--- config.mk ---
export PLATFORM = sky130hd
export DESIGN_NAME = vqde_fifo
export DESIGN_NICKNAME = d
export VERILOG_FILES = /design/src/design/vqde_fifo.sv
export SDC_FILE = /design/constraint.sdc
export NUM_CORES = 1
export LEC_CHECK = 0
export BUFFER_PORTS_ARGS = -buffer_cell sky130_fd_sc_hd__buf_4
export CORE_MARGIN = 2
export CORE_UTILIZATION = 48
export CTS_CLUSTER_SIZE = 16
export DETAILED_ROUTE_END_ITERATION = 10
export PLACE_DENSITY = 0.8
export REMOVE_ABC_BUFFERS = 1
export SYNTH_ARGS = -nofsm -noshare
export SYNTH_HDL_FRONTEND = slang
export SYNTH_SLANG_ARGS = --single-unit
--- constraint.sdc ---
create_clock -name clk -period 2.3 [get_ports clk]
set_clock_uncertainty 0.2 [all_clocks]
set_input_delay 0.46 -clock clk [delete_from_list [all_inputs] [get_ports clk]]
set_output_delay 0.46 -clock clk [all_outputs]
set_load 0.01 [all_outputs]
--- src/design/vqde_fifo.sv ---
// Small first-in first-out queue built from registers.
module vqde_fifo #(
	parameter int WIDTH = 8,
	parameter int DEPTH = 2
) (
	input  logic             clk,
	input  logic             arst_n,
	input  logic             wr_en,
	input  logic [WIDTH-1:0] wr_data,
	output logic             full,
	input  logic             rd_en,
	output logic [WIDTH-1:0] rd_data,
	output logic             empty
);
	localparam int PW = (DEPTH > 1) ? $clog2(DEPTH) : 1;

	logic [WIDTH-1:0] mem_q [DEPTH];
	logic [PW-1:0]    wp_q, rp_q;
	logic [PW:0]      cnt_q;
	logic             do_wr, do_rd;

	assign full    = (cnt_q == (PW+1)'(DEPTH));
	assign empty   = (cnt_q == '0);
	assign do_wr   = wr_en && !full;
	assign do_rd   = rd_en && !empty;
	assign rd_data = mem_q[rp_q];

	always_ff @(posedge clk or negedge arst_n) begin
		if (!arst_n) begin
			wp_q  <= '0;
			rp_q  <= '0;
			cnt_q <= '0;
		end else begin
			if (do_wr) begin
				wp_q <= (wp_q == PW'(DEPTH-1)) ? '0 : wp_q + 1'b1;
			end
			if (do_rd) begin
				rp_q <= (rp_q == PW'(DEPTH-1)) ? '0 : rp_q + 1'b1;
			end
			cnt_q <= cnt_q + (PW+1)'(do_wr) - (PW+1)'(do_rd);
		end
	end

	always_ff @(posedge clk) begin
		if (do_wr) begin
			mem_q[wp_q] <= wr_data;
		end
	end
endmodule

# --- Word-level counts from Yosys, hierarchy flattened ---
# Memory sizes are Yosys's and may differ from the RTL's.
# Cells that the tools add are included.
op_classes:
  n_addsub: 4
  n_eq_ne: 1
  mux: 4
  reduce_logical: 5
ops:
  columns: ["operator", "count"]
  rows:
  - ["2-to-1 mux 1 bit", 4]
  - ["adder 1 bit (second input constant)", 2]
  - ["adder 2 x 1 -> 2 bit", 1]
  - ["equality test 2 bit (second input constant)", 1]
  - ["logical AND 1 bit", 2]
  - ["zero test 1 bit", 2]
  - ["zero test 2 bit", 1]
  - ["subtractor 2 x 1 -> 2 bit", 1]
word_totals:
  regBits: 4
  mem_bits_rw: 16
  input_bits: 12
  elab_cells: 18
  mem_count: 1
memory_table:
  columns: ["name", "depth", "word_bits", "read_ports", "rd_ports_with_merged_regs", "wr", "line", "rtl"]
  rows:
  - ["mem_q", 2, 8, 1, 0, 1, "17", "logic [WIDTH-1:0] mem_q [DEPTH];"]

# --- Depth between registers and ports, before layout ---
# Gate-level depths: netlist of run 1.
depth:
  word_depth: 5
  depth_mapped: 7
  depth_no_buf: 7

# --- Least setup slack after synthesis of run 1 ---
# OpenSTA, ideal clock, no wires.
synth_timing:
  path_kind: "flip-flop to flip-flop"
  startpoint: "register cnt_q[0]"
  endpoint: "register cnt_q[1]"
  setup_ps: 123
  t_arrival_ps: 1352
  required_time_ps: 1977
  path_slack_ps: 625
  path_stages_with_launch: 8
  synth_period_minus_slack_ps: 1675
  cell_sequence: "dfrtp_1 nor2_2 nor2b_2 ha_1 inv_1 ha_1 xnor2_1 xnor2_1"
synth_via:
  elab_cells_between_ends: 8
  classes_between: "add/sub: 2; eq/ne: 1; reduce/logical: 5"
synth_rtl:
  columns: ["element", "line", "rtl"]
  rows:
  - ["start, declared", "19", "logic [PW:0] cnt_q;"]
  - ["start signal, assigned", "40", "cnt_q <= cnt_q + (PW+1)'(do_wr) - (PW+1)'(do_rd);"]
  - ["zero test 2 bit", "23", "assign empty = (cnt_q == '0);"]
  - ["named net empty", "13", "output logic empty"]
  - ["zero test 1 bit", "25", "assign do_rd = rd_en && !empty;"]
  - ["logical AND 1 bit", "25", null]
  - ["named net do_rd", "20", "logic do_wr, do_rd;"]
  - ["subtractor 2 x 1 -> 2 bit", "40", null]
# The timed path passes the listed nets, and every way through them passes these cells.
# A chain may end at the register's enable or synchronous reset.

# --- Final worst setup path of run 1 ---
layout_timing:
  startpoint: "register rp_q"
  endpoint: "output port rd_data[6]"
layout_via:
  elab_chain_cells: 1
layout_rtl:
  columns: ["element", "line", "rtl"]
  rows:
  - ["start, declared", "18", "logic [PW-1:0] wp_q, rp_q;"]
  - ["start signal, assigned", "38", "rp_q <= (rp_q == PW'(DEPTH-1)) ? '0 : rp_q + 1'b1;"]
  - ["memory read (2 x 8 bit)", null, null]
  - ["end, declared", "12", "output logic [WIDTH-1:0] rd_data,"]
# No other way between the ends.

==> results.cfg, run 1 <==
[run_status]
status = finished clean

[setup_path]
crit_path_max_fanout = 9
crit_path_cell_trace = mux2_2 -> buf_4
cp.required_ns = 1.64
reg2reg_from = cnt_q[1]
endpoint_kind = primary output
cp_top_family = flip-flops
worst_ep_arrival_time_ns = 1.38
start_kind = flop
critPathBufInv = 1
cp-startpoint = rp_q
cpMaxStageDelayCell = dfrtp_1
max_stage_delay_ns = 0.58
crit_type = reg2out

[yosys]
synth.most_common_cell = edfxtp_1
synth_common_cells = edfxtp_1 (16), mux2_2 (8), dfrtp_1 (4)
seq_area_frac_synth_pct = 74.0
ys_top_cells_by_area = edfxtp_1 (61%), dfrtp_1 (13%), mux2_2 (11%)
syn_avg_cell_area_um2 = 18.2
yosys_warnings = 0
yosys.area.top_type = edfxtp_1
synth_cell_types = 14
synth-seq-cells = 20
yosys.area.top_type_share_pct = 61.2
synthArstFlopShare_pct = 20.0
synth_top_flop_cell = edfxtp_1
synth-edff-count = 16
syn_area_um2 = 785
syn-instance-count = 43

[clock_network]
post_cts_buffers = 0
clk_pin_slew_worst_paths_ns = 0.11
cts_tree = yes
clock-root-buffer = clkbuf_4
cts_buffers = 3
cts_buffer_depth = 2
clock_sink_count = 20
ctsResizeCount = 0
insertion_delay_ns = 0.28
cts_hold_buf = 1
htreeDepth = 1

[floorplanning]
io_pins = 22
fp.dieArea_mm2 = 0.00197
start_util_pct = 51.5
rows = 14
core_mm2 = 0.00152
die_w_um = 44.4
fp.dieH_um = 44.4

[detailed_routing]
routed_wl_um = 1190
vias_per_cell = 5.02
wire_per_inst_um = 14.0
drcViolationCount = 0
vias = 427
dr.pass1.iters = 3
ant_nets = 0
drtIter0Drc = 3

[power_and_ir_drop]
swShare_pct = 29.8
power.internal_uw = 821
combPwrFrac_pct = 36.9
worst_ir_drop_vdd_mv = 0.808
power_density_mw_per_mm2 = 1180
power_leakage_uw = 0.000410
power_switching_uw = 348
p_clk_share_pct = 13.9
sequentialPowerShare_pct = 49.2

[place]
port_buffers = 21
post-dp-hpwl_um = 883
pre_cts_ws_ns = 0.499
gp_congestion = 0.639

[global_routing]
grt_use_total_pct = 13.5
grt_pass1_vias = 434
grt_pass1_wl_um = 1810
grt_antenna_before_repair = 0
overflow = 0
grt_max_degree = 12

[timing]
tns_ns = 0
max_freq_mhz = 490
hold_viol = 0
rsz0062_at_grt = no
period_needed_ns = 2.04
setup_violations = 0
slew_viol_final = 0
worst_slew_margin_rel_pct = 74.5
setup_ws_ns = 0.259
period_share_pct = 88.7
tightestPinTransition_ns = 0.382

[cells_and_area]
fillers = 124
syn_to_final_growth_pct = 26.8
drive_gt1_share_pct = 50.7
nNetsFinal = 84
n_antenna_cell = 0

[worst_hold_path]
min_path_type = in2reg
min_from = wr_data[1]

[flow_run]
drv_cap = 0
[cell usage in the layout (no fill, tap or decap), drive strengths merged]
| cell type | synthesis | layout |
|---|---|---|
| and3 | 1 | 1 |
| buf | 1 | 22 |
| clkbuf | 0 | 4 |
| dfrtp | 4 | 4 |
| dlygate4sd3 | 0 | 1 |
| edfxtp | 16 | 16 |
| ha | 2 | 2 |
| inv | 2 | 2 |
| mux2 | 8 | 8 |
| nand2 | 1 | 1 |
| nand2b | 1 | 1 |
| nor2 | 2 | 2 |
| nor2b | 1 | 1 |
| xnor2 | 3 | 3 |
| xor2 | 1 | 1 |
[layer usage]
metal / wire length [µm] / GRT usage [%]
met3: 65 / 4.90
met5: 0 / 0
met1: 459 / 14.8
met2: 666 / 24.7
met4: 0 / 3.64
[path summary, 6_finish.rpt]
check,slack (ns),endpoint,cells after the start
min,0.15,mem_q[1][1],1
max,0.26,rd_data[6],2
max in group asynchronous,1.49,rp_q,2
min in group asynchronous,0.31,cnt_q[0],2
min reg2reg,0.31,wp_q,1
max reg2reg,0.57,cnt_q[1],7
[final cells by class]
class | count | area, µm² | share of cell area (%)
Timing Repair Buffer | 23 | 175 | 17.6
Tap cell | 16 | 20.0 | 2.01
Multi-Input combinational cell | 20 | 185 | 18.6
Sequential cell | 20 | 581 | 58.4
Inverter | 2 | 7.51 | 0.755
Clock buffer | 4 | 26.3 | 2.64
[logic make-up (layout without fill, tap and decap cells)]
family	count (synthesis)	count (layout)	synth area share, %
xor+xnor	4	4	4.47
fa+ha+maj	2	2	3.19
flops	20	20	74.0
mux	8	8	11.5
buf+inv	3	29	2.39
simple gates	6	6	4.47
[registers in the layout, indices dropped and copies added (netlist names)]
signal and cells:
cnt_q 2, mem_q 16, rp_q 1, wp_q 1
[power by group through the flow]
stage / Clock, µW / Sequential, µW / Combinational (µW)
4_1_cts: 168 / 578 / 438
6_report: 162 / 575 / 432
3_5_place_dp: 0 / 586 / 437
2_1_floorplan: 0 / 565 / 263
3_3_place_gp: 0 / 579 / 426
5_1_grt: 183 / 587 / 467
[stage by stage]
stage | total power (µW) | cell area, µm² | hold WS [ns] | std cells | utilization [%]
after global routing | 1240 | 995 | 0.130 | 85 | 65.3
after global placement | 1010 | 958 | 0.0594 | 80 | 62.9
after detailed placement | 1020 | 958 | 0.0595 | 80 | 62.9
after floorplan | 828 | 773 | -0.0356 | 42 | -
final | 1170 | 995 | 0.152 | 85 | 65.3
after CTS | 1180 | 995 | 0.144 | 85 | 65.3
(Power assumes the default switching activity.)
==> run 2, diff against run 1 <==
Settings changed: CORE_ASPECT_RATIO from default to 1.1, CORE_UTILIZATION 48 to 52, PLACE_DENSITY 0.8 to 0.86.
Clock period 2.3 ns to 2.4 ns, I/O delays scaled along.
==> run 2 against run 1 <==
Global-route usage increased by 1.5 points. Critical path depth is the same. Utilization increased by 6.1 points. Worst hold slack gained 0.014 ns. Setup slack better by 0.059 ns. First-iteration DRC count down 33%. Count of clock-buffer cells in the layout unchanged. Sequential share of layout area up 0.44 points. Die area decreased by 7.0%. Wire length is 2.2% lower. Flip-flop and latch count stayed put. Largest cell class unchanged.
==> results.cfg, run 2 (synthesis gave the netlist of run 1 again) <==
[run_status]
status = finished clean

[power_and_ir_drop]
power_leakage_uw = 0.000405
worst_ir_drop_vdd_mv = 0.679
power_density_mw_per_mm2 = 1140

[floorplanning]
start_util_pct = 56.7
fp.dieArea_mm2 = 0.00184
fp.dieH_um = 44.7
core_mm2 = 0.00138
die_w_um = 41.0
io_pins = 22
rows = 14

[setup_path]
crit_path_cell_trace = mux2_2 -> buf_4
crit_path_max_fanout = 9
worst_ep_arrival_time_ns = 1.40
start_kind = flop
cp.required_ns = 1.72
crit_type = reg2out
cpMaxStageDelayCell = dfrtp_1
critPathBufInv = 1
endpoint_kind = primary output
cp_top_family = flip-flops
max_stage_delay_ns = 0.58

[global_routing]
grt_pass1_vias = 445
grt_max_degree = 12
overflow = 0
grt_use_total_pct = 15.0
grt_antenna_before_repair = 0
grt_pass1_wl_um = 1750

[place]
port_buffers = 21
gp_congestion = 0.672
post-dp-hpwl_um = 881

[clock_network]
clock_sink_count = 20
cts_tree = yes
cts_buffer_depth = 2
cts_buffers = 3
clk_pin_slew_worst_paths_ns = 0.11
post_cts_buffers = 0
cts_hold_buf = 1
ctsResizeCount = 0
insertion_delay_ns = 0.28
clock-root-buffer = clkbuf_4
htreeDepth = 1

[detailed_routing]
vias_per_cell = 4.98
routed_wl_um = 1170
wl_met1_um = 430
vias = 418
drcViolationCount = 0
ant_nets = 0
highest_layer = met3
dr_wl_met2_um = 684
dr.pass1.iters = 4
met3_length_um = 51
wire_per_inst_um = 13.9
drtIter0Drc = 2

[cells_and_area]
top_regs = mem_q x16, cnt_q x2
nNetsFinal = 83
largest_reg_flops = 16
syn_to_final_growth_pct = 25.8
n_antenna_cell = 0
layout_commonest_cell = buf_4
regMostFlops = mem_q
layout_common_cells = buf_4 (21), edfxtp_1 (16), mux2_2 (8), dfrtp_1 (4)
drive_gt1_share_pct = 50.0

[timing]
tns_ns = 0
max_freq_mhz = 480
tightestPinTransition_ns = 0.682
hold_viol = 0
worst_slew_margin_rel_pct = 54.4
setup_violations = 0
period_needed_ns = 2.08
rsz0062_at_grt = no
period_share_pct = 86.7
slew_viol_final = 0
hold_slack_ns = 0.167

[flow_run]
drv_cap = 0

[worst_hold_path]
min_path_type = in2reg
-- run 2: routing by layer --
layer | track usage [%] | vias up
met2 | 28.4 | 13
met5 | 0 | -
li1 | - | 206
met3 | 4.43 | 0
met4 | 4.00 | 0
met1 | 14.8 | 199
-- run 2: worst reg2reg max path, delay by kind of cell, from the launching register on --
kind | cells | cell delay, ns
buffers and inverters | 1 | 0.04
flip-flops | 1 | 0.43
AND/OR/NAND/NOR | 2 | 0.24
XOR/XNOR | 2 | 0.32
adder cells (fa/ha/maj) | 2 | 0.47
-- run 2: through the flow --
stage	worst slack, ns	power, µW	instances	util [%]	cell area (µm²)
floorplan	0.725	794	42	-	773
detailed placement	0.526	981	79	68.7	951
finish	0.319	1120	84	71.3	987
CTS	0.300	1140	84	71.3	987
global route	0.238	1200	84	71.3	987
global placement	0.616	954	79	68.7	951
-- run 2: final cells by class --
type | instances | area (µm²)
Fill cell | 102 | 397
Sequential cell | 20 | 581
Multi-Input combinational cell | 20 | 185
Inverter | 2 | 7.51
Tap cell | 16 | 20.0
Timing Repair Buffer | 22 | 168
Clock buffer | 4 | 26.3
-- run 2: path summary, 6_finish.rpt --
path / slack [ns] / from / cells after the start / to
max: 0.32 / rp_q / 2 / rd_data[1]
min: 0.17 / wr_data[7] / 1 / mem_q[1][7]
max reg2reg: 0.62 / cnt_q[1] / 7 / cnt_q[1]
min reg2reg: 0.30 / wp_q / 1 / wp_q
max in group asynchronous: 1.57 / arst_n / 2 / wp_q
min in group asynchronous: 0.32 / arst_n / 2 / rp_q
-- run 2: power breakdown --
group	total [µW]	internal (µW)	switching, µW
clock	157	64.5	92.6
combinational	413	232	181
sequential	552	486	66.0
==> run 3, diff against run 2 <==
--- a/config.mk
+++ b/config.mk
@@ -13,3 +13,3 @@
 export DETAILED_ROUTE_END_ITERATION = 10
-export PLACE_DENSITY = 0.86
+export PLACE_DENSITY = 0.9
 export REMOVE_ABC_BUFFERS = 1
--- a/constraint.sdc
+++ b/constraint.sdc
@@ -4,2 +4,2 @@
 set_output_delay 0.48 -clock clk [all_outputs]
-set_load 0.01 [all_outputs]
+set_load 0.05 [all_outputs]
==> run 3 against run 2 <==
Clock power up 69%. Combinational power up 60%. Maximum frequency down 2.2%. Sequential share of layout area down 1.9 points. Cell count up 1.2%. Total power up 32%. Die area unchanged. Critical path type unchanged. Largest cell class unchanged. Highest routed layer is now met4.
==> results.cfg, run 3 (synthesis gave the netlist of run 1 again) <==
[global_routing]
overflow = 0
grt_max_degree = 13
grt_use_total_pct = 15.3
grt_pass1_vias = 422
grt_pass1_wl_um = 1710
grt_antenna_before_repair = 0

[floorplanning]
fp.dieArea_mm2 = 0.00184
fp.dieH_um = 44.7
start_util_pct = 56.7
core_mm2 = 0.00138
rows = 14
die_w_um = 41.0
io_pins = 22

[timing]
hold_viol = 0
period_share_pct = 88.7
rsz0062_at_grt = no
tns_ns = 0
period_needed_ns = 2.13
slew_viol_final = 0
max_freq_mhz = 470
worst_slew_margin_rel_pct = 75.0
setup_ws_ns = 0.271
setup_violations = 0
tightestPinTransition_ns = 0.376

[power_and_ir_drop]
power_density_mw_per_mm2 = 1450
swShare_pct = 39.2
p_clk_share_pct = 17.9
combPwrFrac_pct = 44.7
power_switching_uw = 581
sequentialPowerShare_pct = 37.3
power.internal_uw = 899
power_uw = 1480
power_leakage_uw = 0.000423
worst_ir_drop_vdd_mv = 0.968

[detailed_routing]
vias = 418
routed_wl_um = 1140
drcViolationCount = 0
vias_per_cell = 4.92
ant_nets = 0
highest_layer = met4
wire_per_inst_um = 13.4
dr_wl_met2_um = 644
wl_met1_um = 441
met3_length_um = 45
dr.pass1.iters = 1
drtIter0Drc = 0

[cells_and_area]
nNetsFinal = 84
drive_gt1_share_pct = 52.2
regMostFlops = mem_q
syn_to_final_growth_pct = 30.1
layout_commonest_cell = buf_4
fin_util_pct = 73.8
fillers = 101
largest_reg_flops = 16
layout_common_cells = buf_4 (22), edfxtp_1 (16), mux2_2 (8), dfrtp_1 (4)
top_regs = mem_q x16, cnt_q x2
n_antenna_cell = 0

[setup_path]
reg2reg_to = cnt_q[1]
reg2reg_from = cnt_q[0]
cp.required_ns = 1.72
worst_ep_arrival_time_ns = 1.45
crit_path_max_fanout = 9
endpoint_kind = primary output
start_kind = flop
crit_type = reg2out
rrSetupSlack_ns = 0.64
reg2reg_depth = 7

[clock_network]
htreeDepth = 1
post_cts_buffers = 0
cts_buffers = 3
clock-root-buffer = clkbuf_4
ctsResizeCount = 0
insertion_delay_ns = 0.29
cts_buffer_depth = 2
cts_tree = yes
clk_pin_slew_worst_paths_ns = 0.11
clock_sink_count = 20

[worst_hold_path]
hold_depth = 1
min_from = wr_data[5]
min_path_type = in2reg
whs_endpoint = mem_q[0][5]

[place]
port_buffers = 21
post-dp-hpwl_um = 867
gp_congestion = 0.621
pre_cts_ws_ns = 0.570

[run_status]
status = finished clean

[flow_run]
drv_cap = 0
-- run 3: cell count changes in the layout (fill, tap and decap cells not counted) --
cell       delta
buf_4         +1
clkbuf_1      -1
bufinv_16     +1
-- run 3: worst max-delay path by stage --
stage,from,endpoint,slack (ns),cells after the start
after floorplan,cnt_q[0],cnt_q[1],0.37,7
after global placement,rp_q,rd_data[2],0.58,2
after detailed placement,rd_en,cnt_q[1],0.57,7
after CTS,rp_q,rd_data[2],0.24,2
after global routing,rp_q,rd_data[0],0.20,2
final,rp_q,rd_data[2],0.27,2
-- run 3: metal layers --
layer | global-route usage, % | up-vias
li1 | - | 206
met4 | 10.0 | 0
met3 | 4.43 | 2
met5 | 0 | -
met1 | 14.8 | 198
met2 | 26.6 | 12
-- run 3: what timing repair did --
item / in CTS / in global routing
setup endpoints to repair: 0 / 0
hold endpoints to repair: 4 / 0
hold buffers: 1 / 0
-- run 3: worst max-delay path, cell delays in order, from the launching register on --
cell and delay (ns):
dfrtp_1 0.58, mux2_2 0.39, buf_4 0.19
-- run 3: stage by stage --
stage                     cells  hold slack [ns]  cell area, µm²
after floorplan              42          -0.0156             773
after global placement       80           0.0797             958
after detailed placement     80           0.0809             958
after CTS                    85            0.152            1020
after global routing         85            0.142            1020
final                        85            0.162            1020
-- run 3: area by class of cell --
type	count	area, µm²	share of cell area (%)
Clock inverter	1	30.0	2.94
Clock buffer	3	22.5	2.21
Sequential cell	20	581	56.9
Inverter	2	7.51	0.735
Timing Repair Buffer	23	175	17.2
Tap cell	16	20.0	1.96
Multi-Input combinational cell	20	185	18.1
-- run 3: power groups by stage --
stage / registers, µW / logic (µW) / clock network (µW)
after global routing: 563 / 705 / 283
after global placement: 555 / 652 / 0
after CTS: 554 / 670 / 271
after floorplan: 542 / 493 / 0
after detailed placement: 561 / 667 / 0
final: 552 / 662 / 265
