--- src/design/vqde_pkg.sv ---
// Shared types and codes for the virtqueue descriptor engine.
package vqde_pkg;

	typedef enum logic [2:0] {
		OP_WDESC  = 3'd0,
		OP_WAVAIL = 3'd1,
		OP_PUB    = 3'd2,
		OP_FETCH  = 3'd3,
		OP_RET    = 3'd4
	} op_t;

	typedef enum logic [2:0] {
		ST_BUF  = 3'd0,
		ST_NONE = 3'd1,
		ST_RAW  = 3'd2,
		ST_LONG = 3'd3,
		ST_DONE = 3'd4
	} status_t;

	typedef enum logic [2:0] {
		C_WDESC,
		C_WAVAIL,
		C_PUB,
		C_FETCH,
		C_RET,
		C_NONE
	} cmd_kind_t;

	typedef enum logic [2:0] {
		S_IDLE,
		S_HEAD,
		S_WALK,
		S_EMIT,
		S_ERR
	} bstate_t;

	typedef struct packed {
		logic [2:0]  opcode;
		logic        queue;
		logic [5:0]  slot;
		logic [63:0] buf_addr;
		logic [31:0] buf_len;
		logic        writable;
		logic        has_next;
		logic [15:0] next_index;
		logic [15:0] head_id;
		logic [15:0] avail_index;
		logic [31:0] used_len;
	} in_word_t;

	typedef struct packed {
		logic [2:0]  status;
		logic [15:0] head_out;
		logic [63:0] addr_out;
		logic [31:0] len_out;
		logic        writable_out;
		logic [5:0]  position;
		logic [6:0]  readable_count;
		logic [6:0]  total_count;
		logic [15:0] used_index_out;
		logic        last;
	} out_word_t;

	typedef struct packed {
		cmd_kind_t kind;
		in_word_t  w;
	} cmd_t;

	typedef struct packed {
		logic [63:0] addr;
		logic [31:0] len;
		logic        wr;
		logic        nxt;
		logic [15:0] next;
	} desc_t;

endpackage

--- src/design/vqde_fifo.sv ---
// Small first-in first-out queue built from registers.
module vqde_fifo #(
	parameter int WIDTH = 8,
	parameter int DEPTH = 2
) (
	input  logic             clk,
	input  logic             arst_n,
	input  logic             wr_en,
	input  logic [WIDTH-1:0] wr_data,
	output logic             full,
	input  logic             rd_en,
	output logic [WIDTH-1:0] rd_data,
	output logic             empty
);
	localparam int PW = (DEPTH > 1) ? $clog2(DEPTH) : 1;

	logic [WIDTH-1:0] mem_q [DEPTH];
	logic [PW-1:0]    wp_q, rp_q;
	logic [PW:0]      cnt_q;
	logic             do_wr, do_rd;

	assign full    = (cnt_q == (PW+1)'(DEPTH));
	assign empty   = (cnt_q == '0);
	assign do_wr   = wr_en && !full;
	assign do_rd   = rd_en && !empty;
	assign rd_data = mem_q[rp_q];

	always_ff @(posedge clk or negedge arst_n) begin
		if (!arst_n) begin
			wp_q  <= '0;
			rp_q  <= '0;
			cnt_q <= '0;
		end else begin
			if (do_wr) begin
				wp_q <= (wp_q == PW'(DEPTH-1)) ? '0 : wp_q + 1'b1;
			end
			if (do_rd) begin
				rp_q <= (rp_q == PW'(DEPTH-1)) ? '0 : rp_q + 1'b1;
			end
			cnt_q <= cnt_q + (PW+1)'(do_wr) - (PW+1)'(do_rd);
		end
	end

	always_ff @(posedge clk) begin
		if (do_wr) begin
			mem_q[wp_q] <= wr_data;
		end
	end
endmodule

--- src/design/vqde_front.sv ---
// Front end: accepts input words, classifies them and queues commands.
module vqde_front import vqde_pkg::*; #(
	parameter int QUEUES = 2
) (
	input  logic     clk,
	input  logic     arst_n,
	input  logic     push,
	input  in_word_t in_word,
	output logic     full,
	input  logic     cmd_pop,
	output cmd_t     cmd,
	output logic     cmd_empty
);
	cmd_t cmd_in;
	logic keep;
	logic absent;

	assign absent = (int'(in_word.queue) >= QUEUES);

	always_comb begin
		cmd_in.w    = in_word;
		cmd_in.kind = C_NONE;
		keep        = 1'b0;
		unique case (in_word.opcode)
			OP_WDESC: begin
				cmd_in.kind = C_WDESC;
				keep        = !absent;
			end
			OP_WAVAIL: begin
				cmd_in.kind = C_WAVAIL;
				keep        = !absent;
			end
			OP_PUB: begin
				cmd_in.kind = C_PUB;
				keep        = !absent;
			end
			OP_FETCH: begin
				cmd_in.kind = absent ? C_NONE : C_FETCH;
				keep        = 1'b1;
			end
			OP_RET: begin
				cmd_in.kind = C_RET;
				keep        = !absent;
			end
			default: begin
				keep = 1'b0;
			end
		endcase
	end

	vqde_fifo #(.WIDTH($bits(cmd_t)), .DEPTH(2)) u_cmdq (
		.clk     (clk),
		.arst_n  (arst_n),
		.wr_en   (push && keep),
		.wr_data (cmd_in),
		.full    (full),
		.rd_en   (cmd_pop),
		.rd_data (cmd),
		.empty   (cmd_empty)
	);
endmodule

--- config.mk ---
export PLATFORM = sky130hd
export DESIGN_NAME = vqde_front
export DESIGN_NICKNAME = d
export VERILOG_FILES = /design/src/design/vqde_pkg.sv /design/src/design/vqde_fifo.sv /design/src/design/vqde_front.sv
export SDC_FILE = /design/constraint.sdc
export NUM_CORES = 1
export LEC_CHECK = 0
export ABC_AREA = 1
export CAP_MARGIN = 15
export CORE_ASPECT_RATIO = 0.6
export CORE_MARGIN = 2
export CORE_UTILIZATION = 60
export DETAILED_ROUTE_END_ITERATION = 8
export DONT_BUFFER_PORTS = 1
export PLACE_DENSITY = 0.82
export SLEW_MARGIN = 0
export SYNTH_ARGS = -nofsm -noshare
export SYNTH_HDL_FRONTEND = slang
export SYNTH_HIERARCHICAL = 1
export SYNTH_SLANG_ARGS = --single-unit
--- constraint.sdc ---
create_clock -name clk -period 13.4 [get_ports clk]
set_input_delay 3.35 -clock clk [delete_from_list [all_inputs] [get_ports clk]]
set_output_delay 3.35 -clock clk [all_outputs]
set_load 0.02 [all_outputs]
* Word level (Yosys, flattened, before mapping)
Memories as Yosys holds them, arrays and structs flattened. Index checks and enable logic that the tools add are counted.
Operators by class: add/sub/neg operators 4, eq/ne operators 5, multiplexer cells 6, reductions and logical operators 8
Operator list (count):
- $pmux W3 S5 | 1
- $eq A3 B2 Y1 const B | 2
- $mux W1 | 5
- $reduce_or A5 Y1 | 1
- $eq A3 B1 Y1 const B | 1
- $eq A3 B3 Y1 const B | 1
- $logic_and A1 B1 Y1 | 3
- $logic_not A3 Y1 | 1
- $add A1 B1 Y1 const B | 2
- $add A2 B1 Y2 | 1
- $eq A2 B2 Y1 const B | 1
- $logic_not A1 Y1 | 2
- $logic_not A2 Y1 | 1
- $sub A2 B1 Y2 | 1
Storage, ports and cells: bits in registers 4, memory bits (writable) 382, output and inout port bits 193, word-level logic and storage cells 27, memories kept 1
Memory list:
- u_cmdq.mem_q | depth 2, width 191, read ports 1, clocked after memory_dff 0, wr ports 1, line vqde_fifo.sv:17 | logic [WIDTH-1:0] mem_q [DEPTH];

* Depth between registers and ports, before layout
Gate-level depths: netlist (run 1).
depth in word-level cells 7, mapped depth 10

* By module
Netlist (run 1), hierarchy kept.
Modules (own cells, without submodules):
- vqde_fifo | times used 1, cells each 1031, area an instance 14063.5 um^2, sequential area each 11571.1 um^2
- vqde_front | times used 1, cells each 10, area an instance 45.0 um^2, sequential area each 0.0 um^2

* Worst setup path after synthesis (run 1)
OpenSTA, ideal clock, no wires.
path type in2reg, from input in_word[185] (netlist bit), to memory u_cmdq/mem_q[1][0] (netlist bit) (enable), library setup time 0.745 ns, arrival time 11.558 ns, required time 12.655 ns, path slack 1.098 ns, stages on the path 5, path buffers 0, path through nand2_1 > inv_1 > nor2_2 > nand2_1 > nor2_1
On the way: cells in the longest elaborated chain, start to end 7, elaborated cells between the ends (all ways) 11
Ends and longest elaborated chain:
- start: declaration | line vqde_front.sv:8 | input in_word_t in_word,
- $eq A3 B3 Y1, or another cell as far along | line vqde_front.sv:24 | unique case (in_word.opcode)
- $reduce_or A5 Y1 (no line) *
- $mux W1 * | line vqde_front.sv:24
- $logic_and A1 B1 Y1 * | line vqde_front.sv:54 | .wr_en (push && keep),
- $logic_and A1 B1 Y1 * | line vqde_fifo.sv:24 | assign do_wr = wr_en && !full;
- $mux W1 * | line vqde_fifo.sv:45 | if (do_wr) begin
- $mux W1 (implied by the code) * | line vqde_fifo.sv:46 | mem_q[wp_q] <= wr_data;
- end: declaration | line vqde_fifo.sv:17
Mark *: on every way between the ends. The rest lies on a longest branch, timed or not.

==> results_dict.tcl, run 1 <==
set metrics [dict create \
    finalCritPeriodShare 0.484 \
    cts_tree "yes" \
    power_frac_seq 0.445 \
    use_met3 0.114 \
    rsz0062_at_grt "no" \
    clock_path_buffers 3 \
    syn_avg_cell_area_um2 13.6 \
    antenna_found_initial 0 \
    drv_slew 0 \
    critical_path.max_fanout 117 \
    yosysTopAreaCell "edfxtp_1" \
    status "completed" \
    p_sw_w 0.00133 \
    cts_hold_buf 0 \
    rr_worst_depth 5 \
    drt_iter0_drc 619 \
    io_buffer_count 0 \
    hp-class "register to register" \
    grt_pass1_wl_mm 41.2 \
    vias 7586 \
    clk_pin_slew_ns 0.06 \
    wl_per_cell_um 21.0 \
    firstDrtPassIters 7 \
    cts_resized 0 \
    synth-edff-count 382 \
    hold_end "u_cmdq/wp_q" \
    crit-reg2reg-capture "u_cmdq/mem_q[1][41]" \
    drive_above_1_share 0.0591 \
    fin_skew_ns 0.0179 \
    nets 1236 \
    grt-ovfl-total 0 \
    setup.worst_path.start_class "register" \
    setup_viol 0 \
    synth_top_cell_area_share 0.813 \
    post-route-min-period_ns 6.48 \
    drc 0 \
    cts_root_buf "clkbuf_16" \
    yosysWarnings 6 \
    fin_setup_tns_ns 0 \
    clock.fmax_mhz 154 \
    clockPowerShare 0.272 \
    p_leak_nw 5.96 \
    worstPathCellList "inv_6, buf_4, nand2_1, nand2_1" \
    worst_slew_pin_slew_ns 1.05 \
    insertion_delay_ns 0.52 \
    critical_path_arrival_ns 3.13 \
    coreArea_um2 23100 \
    combPwrFrac 0.284 \
    grt_busiest_layer "met2" \
    grtUsageTotal 0.225 \
    gp_congestion 0.871 \
    synth-seq-cells 386 \
    swShare 0.374 \
    critPathSlowestCell "buf_4" \
    h-tree-depth 2 \
    seq_area_frac_synth 0.820 \
    routed_wl_mm 29.0 \
    grt_use_met2 0.369 \
    ir_worst_vdd_v 0.000171 \
    syn_inst 1041 \
    dieHeight_um 123 \
    p_int_w 0.00222 \
    holdPathStages 2 \
    vias_per_cell 5.49 \
    area.sequential_um2 11600 \
    die_w_um 202 \
    critical_path.endpoint_type "primary output" \
    ioPinCount 385 \
    synthFlopType "edfxtp_1" \
    multiInputGateArea_um2 2280 \
    reg2reg_from "u_cmdq/cnt_q[1]" \
    cp_slowest_stage_delay_ns 0.74 \
    postCtsSetupRepairBufs 0 \
    pwr_density_cell_nw_per_um2 229 \
    cts_buffers 34 \
    power_w 0.00355 \
    ant_nets 0 \
    cts.sinks 386 \
    cp_common_cell "nand2_1" \
    maxCapViolations 0 \
    fill_cells 1477 \
    die_area_um2 24800 \
    syn_area_um2 14100 \
    grt_max_degree 118 \
    crit_required_ns 10.05 \
    synth_area_leaders "edfxtp_1 (81%), nand2_1 (16%), buf_2 (1.4%), dfrtp_1 (0.71%), inv_1 (0.35%)" \
    initial_core_util 0.611 \
    diodes 0 \
    grtUsageMet1 0.264 \
    slew_headroom 0.299 \
    min_from "u_cmdq/wp_q" \
    ys_top_cells_by_count "nand2_1 (588), edfxtp_1 (382), buf_2 (40)" \
    synth_cell_types 12 \
    rrSetupSlack_ns 10.61 \
    synthesis.nets 1235 \
    area_delta_synth_final_pct 9.76 \
    path_class "register to primary output" \
    hold_viol 0 \
    place.detailed.hpwl_mm 19.0 \
    synth.most_common_cell "nand2_1" \
    async_reset_ff_frac 0.0104 \
    placementRows 43 \
    grt_pass1_vias 7126 \
]
==> worst max-delay path: cells and delay by family, from the launching register on <==
family,cells,cell delay (ns)
and+or+nand+nor,2,0.40
DFF,1,0.66
buffers and inverters,2,1.43
==> stage by stage <==
step	setup WS [ns]	cells	utilization	hold slack (ns)	instance area, um^2
after detailed placement	7.54	1321	0.623	0.484	14400
after global placement	7.58	1321	0.623	0.456	14400
after CTS	6.97	1381	0.671	0.500	15500
after global routing	6.76	1381	0.671	0.516	15500
after floorplan	1.10	1041	-	0.442	14100
final	6.92	1381	0.671	0.492	15500
==> power by group through the flow <==
stage	Clock (W)	Sequential, W	Combinational (W)
floorplan	0	0.00162	0.000833
global placement	0	0.00160	0.000995
detailed placement	0	0.00160	0.00101
CTS	0.000980	0.00158	0.00101
global route	0.00102	0.00159	0.00108
finish	0.000965	0.00158	0.00101
==> how the worst max path moves through the flow <==
| stage | start | slack (ns) | end | depth (start not counted) |
|---|---|---|---|---|
| finish | u_cmdq/rp_q | 6.92 | cmd[49] | 4 |
| CTS | u_cmdq/rp_q | 6.97 | cmd[68] | 4 |
| global route | u_cmdq/rp_q | 6.76 | cmd[23] | 4 |
| floorplan | in_word[185] | 1.10 | u_cmdq/mem_q[1][0] | 5 |
| global placement | u_cmdq/rp_q | 7.58 | cmd[0] | 4 |
| detailed placement | in_word[186] | 7.54 | u_cmdq/mem_q[1][41] | 7 |
==> per-layer routing <==
layer  vias up  part of all wire
li1       3501                 -
met1      3585              0.35
met2       450              0.49
met3        50              0.14
met4         0             0.018
met5         -                 0
==> cells by family (layout without fill, tap and decap cells) <==
family / count (synthesis) / after routing / synth area share
adders and majority gates: 2 / 2 / 0.00177
and+or+nand+nor: 596 / 596 / 0.159
DFF: 386 / 386 / 0.820
buffers and inverters: 57 / 82 / 0.0187
==> final cells by class <==
type	count	area share
multi-input cells	598	0.147
clock inverters	20	0.0114
inverters	14	0.00404
well taps	315	0.0255
flip-flops and latches	386	0.747
clock buffers	40	0.0605
repair buffers	8	0.00388
==> placed cells by master, fill, tap and decap left out <==
cell type   Yosys  final
buf_4           0      8
bufinv_16       0      3
clkbuf_1        3      3
clkbuf_16       0     37
clkinv_1        0      9
clkinv_2        0      4
clkinvlp_4      0      2
dfrtp_1         4      3
dfrtp_4         0      1
edfxtp_1      382    382
ha_1            2      2
inv_1          13     12
inv_6           0      4
nand2_1       588    588
nand2_2         2      2
nand3_1         3      3
nor2_1          2      1
nor2_2          1      1
nor2_4          0      1
==> flip-flops by register name, indices dropped and copies added, names as in the netlist <==
| signal | flops |
|---|---|
| u_cmdq/wp_q | 1 |
| u_cmdq/rp_q | 1 |
| u_cmdq/cnt_q | 2 |
| u_cmdq/mem_q | 382 |
Note: power is estimated with default switching activity, not from simulation.
==> run 2, diff against run 1 <==
--- a/config.mk
+++ b/config.mk
@@ -9,10 +9,10 @@
 export CAP_MARGIN = 15
 export CORE_ASPECT_RATIO = 0.6
 export CORE_MARGIN = 2
-export CORE_UTILIZATION = 60
+export CORE_UTILIZATION = 57
 export DETAILED_ROUTE_END_ITERATION = 8
 export DONT_BUFFER_PORTS = 1
-export PLACE_DENSITY = 0.82
+export PLACE_DENSITY = 0.81
 export SLEW_MARGIN = 0
 export SYNTH_ARGS = -nofsm -noshare
 export SYNTH_HDL_FRONTEND = slang
==> constraint.sdc (replaced) <==
create_clock -name clk -period 5.5 [get_ports clk]
set_input_delay 1.375 -clock clk [delete_from_list [all_inputs] [get_ports clk]]
set_output_delay 1.375 -clock clk [all_outputs]
set_load 0.02 [all_outputs]
==> run 2 against run 1 <==
Compared with the run above: worst setup slack got worse by 5.4 ns; hold slack improved by 0.0080 ns; sequential share of layout area is 0.12 points higher; register-to-register slack lost 7.0 ns; global-route usage shrank 0.24 points; clock power increased by 130%; sequential power is 140% higher; largest power group unchanged.
==> results_dict.tcl, run 2 (synthesized netlist as in run 1, its figures left out) <==
set metrics [dict create \
    setup.worst_path.start_class "register" \
    reg2reg_from "u_cmdq/cnt_q[1]" \
    initial_core_util 0.582 \
    diodes 0 \
    die_w_um 207 \
    coreArea_um2 24200 \
    grt_pass1_wl_mm 43.4 \
    cp_slowest_stage_delay_ns 0.70 \
    drive_above_1_share 0.0581 \
    path_class "register to primary output" \
    reg_top3 "u_cmdq/mem_q x382, u_cmdq/cnt_q x2" \
    rsz0062_at_grt "no" \
    setup_ws_ns 1.49 \
    holdPathStages 2 \
    clock.fmax_mhz 250 \
    area_delta_synth_final_pct 9.60 \
    most-common-layout-cells "nand2_1 (588), edfxtp_1 (382), clkbuf_16 (35), inv_1 (12), clkinv_1 (11)" \
    worstPathCellList "inv_6, buf_4, nand2_1, nand2_1" \
    die_area_um2 26100 \
    rr_worst_depth 4 \
    clk_pin_slew_ns 0.07 \
    critPathSlowestCell "dfrtp_4" \
    regMostFlops "u_cmdq/mem_q" \
    fill_cells 1693 \
    drv_slew 0 \
    insertion_delay_ns 0.50 \
    setup_viol 0 \
    antenna_found_initial 0 \
    largest_reg_flops 382 \
    gp_congestion 0.901 \
    place.detailed.hpwl_mm 19.6 \
    ioPinCount 385 \
    post-route-util 0.638 \
    status "completed" \
    fin_area_um2 15500 \
    grtUsageTotal 0.222 \
    crit_required_ns 4.12 \
    cts_hold_buf 0 \
    grt_max_degree 138 \
    maxCapViolations 0 \
    slew_headroom 0.421 \
    vias_per_cell 5.45 \
    hp-class "register to register" \
    grt-ovfl-total 0 \
    fin_setup_tns_ns 0 \
    vias 7569 \
    critical_path.endpoint_type "primary output" \
    worst_slew_pin_slew_ns 0.869 \
    cts_root_buf "clkbuf_16" \
    cts_buffers 34 \
    fin_skew_ns 0.0115 \
    crit-reg2reg-capture "u_cmdq/mem_q[0][35]" \
    pwr_density_cell_nw_per_um2 551 \
    firstDrtPassIters 5 \
    cts_resized 0 \
    critical_path.max_fanout 90 \
    dpl_cell_area_um2 14400 \
    p_leak_nw 5.94 \
    hold_end "u_cmdq/wp_q" \
    critical_path_arrival_ns 2.63 \
    ant_nets 0 \
    final_common_cell "nand2_1" \
    power_w 0.00852 \
    clock_path_buffers 3 \
    grt_pass1_vias 7199 \
    drc 0 \
    nets 1236 \
    routed_wl_mm 29.5 \
    cp_common_cell "nand2_1" \
    drt_iter0_drc 746 \
    hold_viol 0 \
    cts_tree "yes" \
    wl_per_cell_um 21.2 \
    min_from "u_cmdq/wp_q" \
    h-tree-depth 2 \
    io_buffer_count 0 \
    ir_worst_vdd_v 0.000377 \
    rrSetupSlack_ns 3.58 \
    postCtsSetupRepairBufs 0 \
    dieHeight_um 126 \
    placementRows 44 \
    post-route-min-period_ns 4.01 \
    cts.sinks 386 \
    finalCritPeriodShare 0.729 \
    pre_cts_ws_ns 2.02 \
]
## run 2: cell count changes in the layout (fill, tap and decap cells not counted), sizes merged
cell	change
inv	-2
bufinv	-1
clkbuf	-2
clkinv	+6
## run 2: power breakdown
| part | total, W | internal (W) | switching (W) | leakage [nW] |
|---|---|---|---|---|
| Clock | 0.00223 | 0.00126 | 0.000978 | 0.516 |
| Combinational | 0.00242 | 0.000355 | 0.00207 | 1.88 |
| Sequential | 0.00387 | 0.00371 | 0.000153 | 3.55 |
| Total | 0.00852 | 0.00532 | 0.00320 | 5.94 |
## run 2: layout make-up
| class | count | area [um^2] | share of cell area |
|---|---|---|---|
| Multi-Input combinational cell | 598 | 2280 | 0.148 |
| Inverter | 14 | 61.3 | 0.00397 |
| Clock inverter | 23 | 158 | 0.0102 |
| Timing Repair Buffer | 8 | 97.6 | 0.00631 |
| Sequential cell | 386 | 11600 | 0.749 |
| Tap cell | 322 | 403 | 0.0261 |
| Clock buffer | 38 | 887 | 0.0574 |
## run 2: worst max-delay path, delay by kind of cell (launching register included)
family,cells,cell delay [ns]
DFF,1,0.70
and+or+nand+nor,2,0.36
buffers and inverters,2,1.03
## run 2: through the flow
step	hold slack [ns]	std cells
floorplan	0.442	1041
global placement	0.453	1328
detailed placement	0.493	1328
CTS	0.508	1389
global route	0.527	1389
finish	0.500	1389
## run 2: routing by layer
layer | track usage | share of wire
met5 | 0 | 0
met1 | 0.279 | 0.36
met4 | 0.0605 | 0.019
met3 | 0.110 | 0.14
met2 | 0.347 | 0.48
## run 2: worst max-delay path by stage
stage                             from                 end  depth (start not counted)
after global placement     u_cmdq/rp_q            cmd[173]                          4
after global routing       u_cmdq/rp_q            cmd[167]                          4
after floorplan           in_word[185]  u_cmdq/mem_q[1][0]                          5
after CTS                  u_cmdq/rp_q            cmd[154]                          4
after detailed placement   u_cmdq/rp_q            cmd[154]                          4
final                      u_cmdq/rp_q            cmd[154]                          4
==> run 3, diff against run 2 <==
--- a/config.mk
+++ b/config.mk
@@ -5,14 +5,14 @@
 export SDC_FILE = /design/constraint.sdc
 export NUM_CORES = 1
 export LEC_CHECK = 0
-export ABC_AREA = 1
+export ABC_AREA = 0
 export CAP_MARGIN = 15
 export CORE_ASPECT_RATIO = 0.6
 export CORE_MARGIN = 2
-export CORE_UTILIZATION = 57
+export CORE_UTILIZATION = 60
 export DETAILED_ROUTE_END_ITERATION = 8
 export DONT_BUFFER_PORTS = 1
-export PLACE_DENSITY = 0.81
+export PLACE_DENSITY = 0.82
 export SLEW_MARGIN = 0
 export SYNTH_ARGS = -nofsm -noshare
 export SYNTH_HDL_FRONTEND = slang
==> constraint.sdc (replaced) <==
create_clock -name clk -period 4 [get_ports clk]
set_input_delay 1 -clock clk [delete_from_list [all_inputs] [get_ports clk]]
set_output_delay 1 -clock clk [all_outputs]
set_load 0.02 [all_outputs]
==> run 3 against run 2 <==
Compared with the run above: final cell count down 29%; synthesized cell count down 41%; combinational power up 29%; global-route usage down 1.1 points; critical path type unchanged; count of clock-buffer cells in the layout up 7; register-to-register slack worse by 1.6 ns; sequential share of layout area down 0.39 points; largest cell class unchanged; utilization up 3.5 points.
==> results_dict.tcl, run 3 <==
set metrics [dict create \
    grt_pass1_vias 5978 \
    setup_viol 0 \
    clock_path_buffers 3 \
    p_int_w 0.00811 \
    reg_top3 "u_cmdq/mem_q x382, u_cmdq/cnt_q x2" \
    clockPowerShare 0.281 \
    finalCritPeriodShare 0.762 \
    grt_pass1_wl_mm 38.2 \
    synth_cell_types 19 \
    grtUsageTotal 0.211 \
    dieHeight_um 123 \
    fill_cells 1383 \
    synth.area.mux_share 0.153 \
    grt-ovfl-total 0 \
    ant_nets 0 \
    routed_wl_mm 27.0 \
    hold_viol 0 \
    ir_worst_vdd_v 0.000453 \
    drv_slew 0 \
    combPwrFrac 0.265 \
    pwr_density_cell_nw_per_um2 758 \
    largest_reg_flops 382 \
    gp_congestion 0.799 \
    path_class "register to primary output" \
    syn_inst 617 \
    status "completed" \
    cts.sinks 386 \
    critPathSlowestCell "dfrtp_4" \
    power_frac_seq 0.454 \
    clock.fmax_mhz 328 \
    post-route-min-period_ns 3.05 \
    die_w_um 202 \
    synth_top_family_by_area "multiplexers" \
    vias_per_cell 5.86 \
    synth.most_common_cell "edfxtp_1" \
    final_common_cell "edfxtp_1" \
    cts_resized 0 \
    critical_path.endpoint_type "primary output" \
    drt_iter0_drc 367 \
    swShare 0.312 \
    insertion_delay_ns 0.51 \
    fin_skew_ns 0.0102 \
    cp_top_family "flip-flops" \
    cts_buffers 34 \
    synthAdderAreaFrac 0.00178 \
    hp-class "input pin to async pin" \
    ioPinCount 385 \
    synth-seq-cells 386 \
    multiInputGateArea_um2 2280 \
    worstPathCellList "buf_12, mux2_2" \
    synthesis.nets 811 \
    synth_top_cell_area_share 0.815 \
    ys_top_cells_by_count "edfxtp_1 (382), mux2_2 (191), buf_6 (20)" \
    synth-compound-area-share 0.000977 \
    most-common-layout-cells "edfxtp_1 (382), mux2_2 (191), clkbuf_16 (37), clkbuf_1 (8), buf_12 (6)" \
    clk_pin_slew_ns 0.06 \
    synth_area_leaders "edfxtp_1 (81%), mux2_2 (15%), buf_6 (1.6%), dfrtp_1 (0.71%), xnor2_1 (0.19%)" \
    area.sequential_um2 11600 \
    p_leak_nw 4.99 \
    synth-simple-area-share 0.00320 \
    synthXorXnorAreaFrac 0.00249 \
    nets 833 \
    cp_slowest_stage_delay_ns 0.55 \
    cts_tree "yes" \
    critical_path_arrival_ns 2.05 \
    wl_per_cell_um 27.5 \
    io_buffer_count 0 \
    area_delta_synth_final_pct 10.4 \
    drc 0 \
    syn_avg_cell_area_um2 22.8 \
    synth-edff-count 382 \
    place.detailed.hpwl_mm 18.2 \
    crit_buf_inv 1 \
    synthFlopType "edfxtp_1" \
    async_reset_ff_frac 0.0104 \
    p_sw_w 0.00367 \
    postCtsSetupRepairBufs 0 \
    syn_area_um2 14100 \
    die_area_um2 24800 \
    cts_root_buf "clkbuf_16" \
    yosysTopAreaCell "edfxtp_1" \
    drive_above_1_share 0.380 \
    crit_required_ns 3.00 \
    antenna_found_initial 3 \
    setup.worst_path.start_class "register" \
    slew_headroom 0.577 \
    regMostFlops "u_cmdq/mem_q" \
    rsz0062_at_grt "no" \
    cts_hold_buf 0 \
    coreArea_um2 23100 \
    h-tree-depth 2 \
    worst_slew_pin_slew_ns 0.635 \
    holdWs_ns 0.183 \
    fin_setup_tns_ns 0 \
    grt_max_degree 113 \
    vias 5752 \
    placementRows 43 \
    firstDrtPassIters 4 \
    critical_path.max_fanout 92 \
    seq_area_frac_synth 0.822 \
    initial_core_util 0.610 \
    maxCapViolations 0 \
    yosysWarnings 6 \
]
[run 3: cell count changes in the layout (fill, tap and decap cells not counted), moves of 3 or more]
| cell | change |
|---|---|
| buf_12 | +3 |
| buf_4 | -3 |
| clkbuf_1 | +5 |
| clkinv_1 | -6 |
| clkinv_2 | -4 |
| diode_2 | +3 |
| inv_1 | -10 |
| mux2_2 | +191 |
| nand2_1 | -588 |
| nand3_1 | -3 |
| xnor2_1 | +3 |
[run 3: cell families (layout without fill, tap and decap cells)]
family          count (synthesis)  count (layout)
flops                         386             386
simple gates                    8               8
other cells                     0               3
xor+xnor                        4               4
mux                           191             191
buf+inv                        24              70
compound gates                  2               2
fa+ha+maj                       2               2
[run 3: worst paths after layout]
check | startpoint | to | slack [ns] | cells after the start
worst max-delay path | u_cmdq/rp_q | cmd[45] | 0.95 | 2
worst min-delay path | arst_n | u_cmdq/cnt_q[1] | 0.18 | 0
worst max register to register | u_cmdq/cnt_q[1] | u_cmdq/cnt_q[1] | 2.03 | 7
worst min register to register | u_cmdq/cnt_q[1] | u_cmdq/cnt_q[1] | 0.52 | 1
max in group asynchronous | arst_n | u_cmdq/rp_q | 3.74 | 0
min in group clk | u_cmdq/cnt_q[1] | u_cmdq/cnt_q[1] | 0.52 | 1
[run 3: power by group through the flow]
stage	sequential, W	combinational (W)	clock (W)
after global placement	0.00539	0.00305	0
after global routing	0.00539	0.00326	0.00354
final	0.00535	0.00312	0.00331
after detailed placement	0.00543	0.00313	0
after floorplan	0.00539	0.00280	0
after CTS	0.00535	0.00315	0.00338
[run 3: per-stage QoR]
stage	std cells	cell area, um^2	setup WS [ns]	util	power (W)
after floorplan	617	14100	-0.589	-	0.00819
after global placement	918	14400	1.52	0.624	0.00844
after detailed placement	918	14400	1.46	0.624	0.00856
after CTS	978	15500	0.922	0.673	0.0119
after global routing	981	15500	0.852	0.673	0.0122
final	981	15500	0.951	0.673	0.0118
[run 3: area by class of cell]
type / count / share of cell area
Inverter: 2 / 0.000483
Timing Repair Buffer: 8 / 0.00869
Clock inverter: 15 / 0.0118
Multi-Input combinational cell: 207 / 0.147
Antenna cell: 3 / 0.000483
Tap cell: 315 / 0.0254
Clock buffer: 45 / 0.0615
Sequential cell: 386 / 0.745
[run 3: routing by layer]
metal,share of wire,GRT usage,vias to the layer above,wire length (um)
li1,-,-,2497,-
met1,0.36,0.248,2894,9750
met2,0.49,0.336,319,13300
met3,0.13,0.117,40,3480
met4,0.016,0.0662,2,435
met5,0.00048,0,-,13
